[src/sahs_pkg.sv]
// Package for the binned split-cost sweep: controller state codes and the
// command and status structs between controller and datapath. No dependencies.
package sahs_pkg;

  typedef enum logic [2:0] {
    ST_LOAD,
    ST_SUFFIX,
    ST_SFX_WAIT,
    ST_SWEEP_RD,
    ST_SWEEP_AREA,
    ST_SWEEP_COST,
    ST_OUT
  } state_t;

  typedef struct packed {
    logic load;        // write the input bucket at the fill count
    logic sfx_start;   // clear the suffix accumulator, index = count-1
    logic sfx_step;    // step the suffix pass: read a bucket, or fold it in
    logic sweep_start; // set up the prefix sweep
    logic rd;          // read bucket i+1 and suffix i+1
    logic area;        // compute areas of prefix and right
    logic cost;        // compute cost, compare, advance prefix
    logic finish;      // present the result and clear the registers
  } cmd_t;

  typedef struct packed {
    logic sfx_done;
    logic sweep_done;
    logic few;         // fewer than two buckets stored
  } status_t;

endpackage

[src/sahs_ctrl.sv]
// Controller state machine for the split-cost sweep.
// Depends on sahs_pkg for the state type and the command and status structs.
module sahs_ctrl (
  input  logic              clk,
  input  logic              rst,
  input  logic              in_valid,
  input  logic              last_bucket,
  input  logic              out_stall,
  input  sahs_pkg::status_t status,
  output logic              in_stall,
  output logic              out_valid,
  output sahs_pkg::cmd_t    cmd
);
  import sahs_pkg::*;

  state_t state, state_next;
  logic   in_acc;

  assign in_acc = in_valid && !in_stall;

  always_ff @(posedge clk) begin
    if (rst) state <= ST_LOAD;
    else     state <= state_next;
  end

  always_comb begin
    state_next = state;
    case (state)
      ST_LOAD:       if (in_acc && last_bucket) state_next = ST_SUFFIX;
      ST_SUFFIX:     state_next = status.sfx_done ? ST_SFX_WAIT : ST_SUFFIX;
      ST_SFX_WAIT:   state_next = status.few ? ST_OUT : ST_SWEEP_RD;
      ST_SWEEP_RD:   state_next = ST_SWEEP_AREA;
      ST_SWEEP_AREA: state_next = ST_SWEEP_COST;
      ST_SWEEP_COST: state_next = status.sweep_done ? ST_OUT : ST_SWEEP_RD;
      ST_OUT:        if (!out_stall) state_next = ST_LOAD;
      default:       state_next = ST_LOAD;
    endcase
  end

  always_comb begin
    cmd = '0;
    in_stall = 1'b1;
    out_valid = 1'b0;
    case (state)
      ST_LOAD: begin
        in_stall = 1'b0;
        cmd.load = in_acc;
        cmd.sfx_start = in_acc && last_bucket;
      end
      ST_SUFFIX:     cmd.sfx_step = 1'b1;
      ST_SFX_WAIT:   cmd.sweep_start = 1'b1;
      ST_SWEEP_RD:   cmd.rd = 1'b1;
      ST_SWEEP_AREA: cmd.area = 1'b1;
      ST_SWEEP_COST: cmd.cost = 1'b1;
      ST_OUT: begin
        out_valid = 1'b1;
        cmd.finish = !out_stall;
      end
      default: ;
    endcase
  end

`ifndef SYNTHESIS
  a_no_in_during_out: assert property (@(posedge clk) disable iff (rst)
    out_valid |-> in_stall) else $error("input taken while result pending");
  a_out_holds: assert property (@(posedge clk) disable iff (rst)
    (out_valid && out_stall) |=> out_valid) else $error("result dropped");
  a_cost_after_area: assert property (@(posedge clk) disable iff (rst)
    cmd.area |=> cmd.cost) else $error("area step not followed by cost");
`endif
endmodule

[config.mk]
export PLATFORM = sky130hd
export DESIGN_NAME = sahs_ctrl
export DESIGN_NICKNAME = d
export VERILOG_FILES = /design/src/sahs_pkg.sv /design/src/sahs_ctrl.sv
export SDC_FILE = /design/constraint.sdc
export NUM_CORES = 1
export LEC_CHECK = 0
export ABC_CLOCK_PERIOD_IN_PS = 2500
export BUFFER_PORTS_ARGS = -buffer_cell sky130_fd_sc_hd__buf_2
export CAP_MARGIN = 20
export CELL_PAD_IN_SITES_DETAIL_PLACEMENT = 0
export CELL_PAD_IN_SITES_GLOBAL_PLACEMENT = 1
export CORE_AREA = 2 2 39 41
export DETAILED_ROUTE_END_ITERATION = 16
export DIE_AREA = 0 0 41 43
export GPL_ROUTABILITY_DRIVEN = 0
export PLACE_DENSITY_LB_ADDON = 0.05
export SLEW_MARGIN = 40
export SYNTH_ARGS = -nofsm -noshare
export SYNTH_HDL_FRONTEND = slang
export SYNTH_SLANG_ARGS = --single-unit
[constraint.sdc]
create_clock -name clk -period 2.5 [get_ports clk]
set_input_delay 0.125 -clock clk [delete_from_list [all_inputs] [get_ports clk]]
set_output_delay 0.125 -clock clk [all_outputs]
set_load 0.05 [all_outputs]
==> Word-level counts from Yosys, hierarchy flattened <==
Cells that the tools add are included.
{ "word_totals": {"regBits": 3, "latchBits": 0, "ram_bits": 0, "romBits": 0, "inputBits": 8, "output_inout_bits": 10, "wordCells": 29, "memories": 0} }
{ "classes": {"n_addsub": 0, "multipliers": 0, "n_div": 0, "n_lt_le_gt_ge": 0, "n_eq_ne": 8, "shift": 0, "mux": 15, "n_bitwise": 0, "reduce_logical": 5} }
{ "op_table": {"columns": ["op", "n"], "rows": [
  ["$pmux 3 s7", 1],
  ["$mux 3", 4],
  ["$eq 3x3->1 const B", 3],
  ["$mux 1", 8],
  ["$eq 3x2->1 const B", 2],
  ["$mux 2", 2],
  ["$eq 3x1->1 const B", 1],
  ["$logic_not 3->1", 1],
  ["$logic_and 1x1->1", 2],
  ["$ne 2x1->1 const B", 1],
  ["$ne 2x2->1 const B", 1],
  ["$reduce_and 2->1", 1],
  ["$logic_not 1->1", 1]
]} }

==> Depth between registers and ports, before layout <==
{ "logic_depth": {"depth_word": 5, "mapped_depth": 4, "depth_no_buf": 3} }

==> Worst setup path before layout <==
No wires, ideal clock.
{ "synth_path": {"kind": "register to output", "startpoint": "register state[2]", "endpoint": "output port cmd[0] (netlist name)", "arrival_time_ps": 1771, "t_required_ps": 2375, "setup_slack_ps": 604, "stages_incl_launch_ff": 4, "n_path_buf": 1, "cell_sequence": "dfxtp_1 -> buf_6 -> and3_1 -> nor2b_1"} }
{ "synth_rtl": {"columns": ["element", "line_no", "text"], "rows": [
  ["start: declaration", "sahs_ctrl.sv:16", "state_t state, state_next;"],
  ["start signal: assignment", "sahs_ctrl.sv:23", "else state <= state_next;"],
  ["end: declaration", "sahs_ctrl.sv:12", "output sahs_pkg::cmd_t cmd"]
]} }

==> reports/qor.yml <==
fillCellCount: 165
grt_max_degree: 16
max_slew_margin: 0.7235
start_util: 0.2116
min_path_cells: 2
crit_type: "reg -> out"
register_area_um2: 60.06
ir_worst_vdd_mv: 0.4414
netlist_top_cells_area: "dfxtp_1 (21%), buf_6 (7.7%), nor3_1 (6.8%)"
multi_input_area_um2: 191.4
antenna_cells: 0
postCtsSetupBuffers: 0
vias: 355
crit_fanout: 13
arrival_ns: 1.48
ctsHoldBuffers: 0
design_area_um2: 394.1
die_area_mm2: 0.001763
core_area_mm2: 0.001384
layout-drive-gt1-share: 0.4107
critPathRequiredTime_ns: 2.38
area_growth_pct: 34.62
leakagePower_nw: 0.1983
fp.dieH_um: 43
postRouteAntennaNets: 0
clockRootBuffer: "clkbuf_4"
cp-start-kind: "flip-flop"
tns_ns: 0
dr_wl_met2_um: 376
synth_nets: 46
grtUsageTotal: 0.1113
grt_pass1_vias: 323
hold_path_class: "in -> reg"
yosys.area.top_type_share: 0.2051
hpwl_um: 602.8
drt_pass1_iterations: 2
cts_tree: "yes"
io_buffers: 17
hold_violations: 0
finalWirelength_um: 793
grt_pass1_wl_mm: 1.297
post_dp_cell_area_um2: 367.9
clkTransAtPathRegs_ns: 0.04
drt-vias-per-instance: 4.931
grt_overflow: 0
clock_latency_ns: 0.24
drt-met1-wl_um: 337
routed.top_layer: "met3"
syn-cell-area_um2: 292.8
dr_wl_met3_um: 79
h-tree-depth: 1
final_nets: 65
dp.cells: 68
crit_path_end_kind: "primary output"
clock_path_buffers: 2
fin_crit_sh: 0.6431
cts_resized: 0
drv_cap: 0
syn_inst: 38
io_pins: 18
slew_violations: 0
numCtsBuffers: 3
setup_violations: 0
reg_top3: "state (3)"
ys_seq_elements: 3
antenna_found_initial: 0
rows: 14
die_x_um: 41
fin_worst_skew_ns: 0.003403
status: "complete, no violations"
drt-initial-drc-count: 2
r2r_setup_slack_ns: 1.19
wl_per_cell_um: 11.01
yosys_warnings: 0
regMostFlops: "state"
drc: 0
avgSynthCellArea_um2: 7.705
ys_seq_area_frac: 0.2051
p_per_area_mw_per_mm2: 1333
largest_reg_flops: 3
layout.cells.non_filler: 72
synth_area_leader_cell: "dfxtp_1"
ys_types: 22
r2r_cells: 3
rsz0062_at_grt: "false"
cts_sinks: 3
max_clock_freq_ghz: 0.6219
worst_slew_pin_slew_ns: 0.4142
fin_crit_ns: 1.608
## layout by cell type, fill, tap and decap left out, drive strengths merged, types with 3 or more instances in the layout
cell type,instances
clkbuf,4
inv,3
nor3,4
buf,17
dfxtp,3
nor2,4
## stage by stage
step                setup WS, ns  hold slack (ns)  total power, W    util
floorplan                 0.6039           0.1941       0.0004019       -
global placement           1.159           0.3576       0.0004403  0.2658
detailed placement         1.137           0.3553       0.0004409  0.2658
CTS                       0.8743           0.1032       0.0005345  0.2848
global route              0.7385           0.1279       0.0005668  0.2848
finish                    0.8921           0.1107       0.0005253  0.2848
## synth_stat cells (all sizes together)
master,number
and2b,1
nor2b,1
a31oi,1
a21bo,1
nand2,2
a211oi,2
o221ai,2
dfxtp,3
buf,3
nor3,4
or3,2
nand2b,1
and3,2
mux2,1
nor2,4
and2,1
inv,3
a21oi,1
o22a,2
a311oi,1
## final cells by class
type | instances | share of cell area
Sequential cell | 3 | 0.1524
Clock buffer | 4 | 0.06667
Multi-Input combinational cell | 29 | 0.4857
Tap cell | 16 | 0.05079
Inverter | 3 | 0.02857
Timing Repair Buffer | 17 | 0.2159
## where the power goes
group | internal, W | leakage, nW | switching (W)
sequential | 0.0000647 | 0.0247 | 0.0000518
clock | 0.0000600 | 0.0150 | 0.0000284
combinational | 0.000102 | 0.159 | 0.000218
## path summary, 6_finish.rpt
| path | start | to |
|---|---|---|
| worst min register to register | state[0] | state[0] |
| worst max register to register | state[0] | state[1] |
| worst min-delay path | rst | state[2] |
| worst max-delay path | state[0] | cmd[0] |
## critical path, cell delays in order, from the launching register on
cell	delay [ns]
dfxtp_1	0.56
inv_1	0.15
and3_1	0.22
nor2b_1	0.12
buf_2	0.20
## routing by layer
metal / vias up / global-route usage
met5: - / 0
met4: 0 / 0.04000
met3: 0 / 0.06283
met2: 15 / 0.1656
met1: 162 / 0.1282
li1: 178 / -
## logic make-up (layout without fill, tap and decap cells)
kind of cell,count (synthesis),count (layout),synth area share
flops,3,3,0.2051
mux,1,1,0.03846
simple gates,18,18,0.3419
buf+inv,6,24,0.1410
compound gates,10,10,0.2735
No activity file was read; power rests on OpenSTA's default activity.
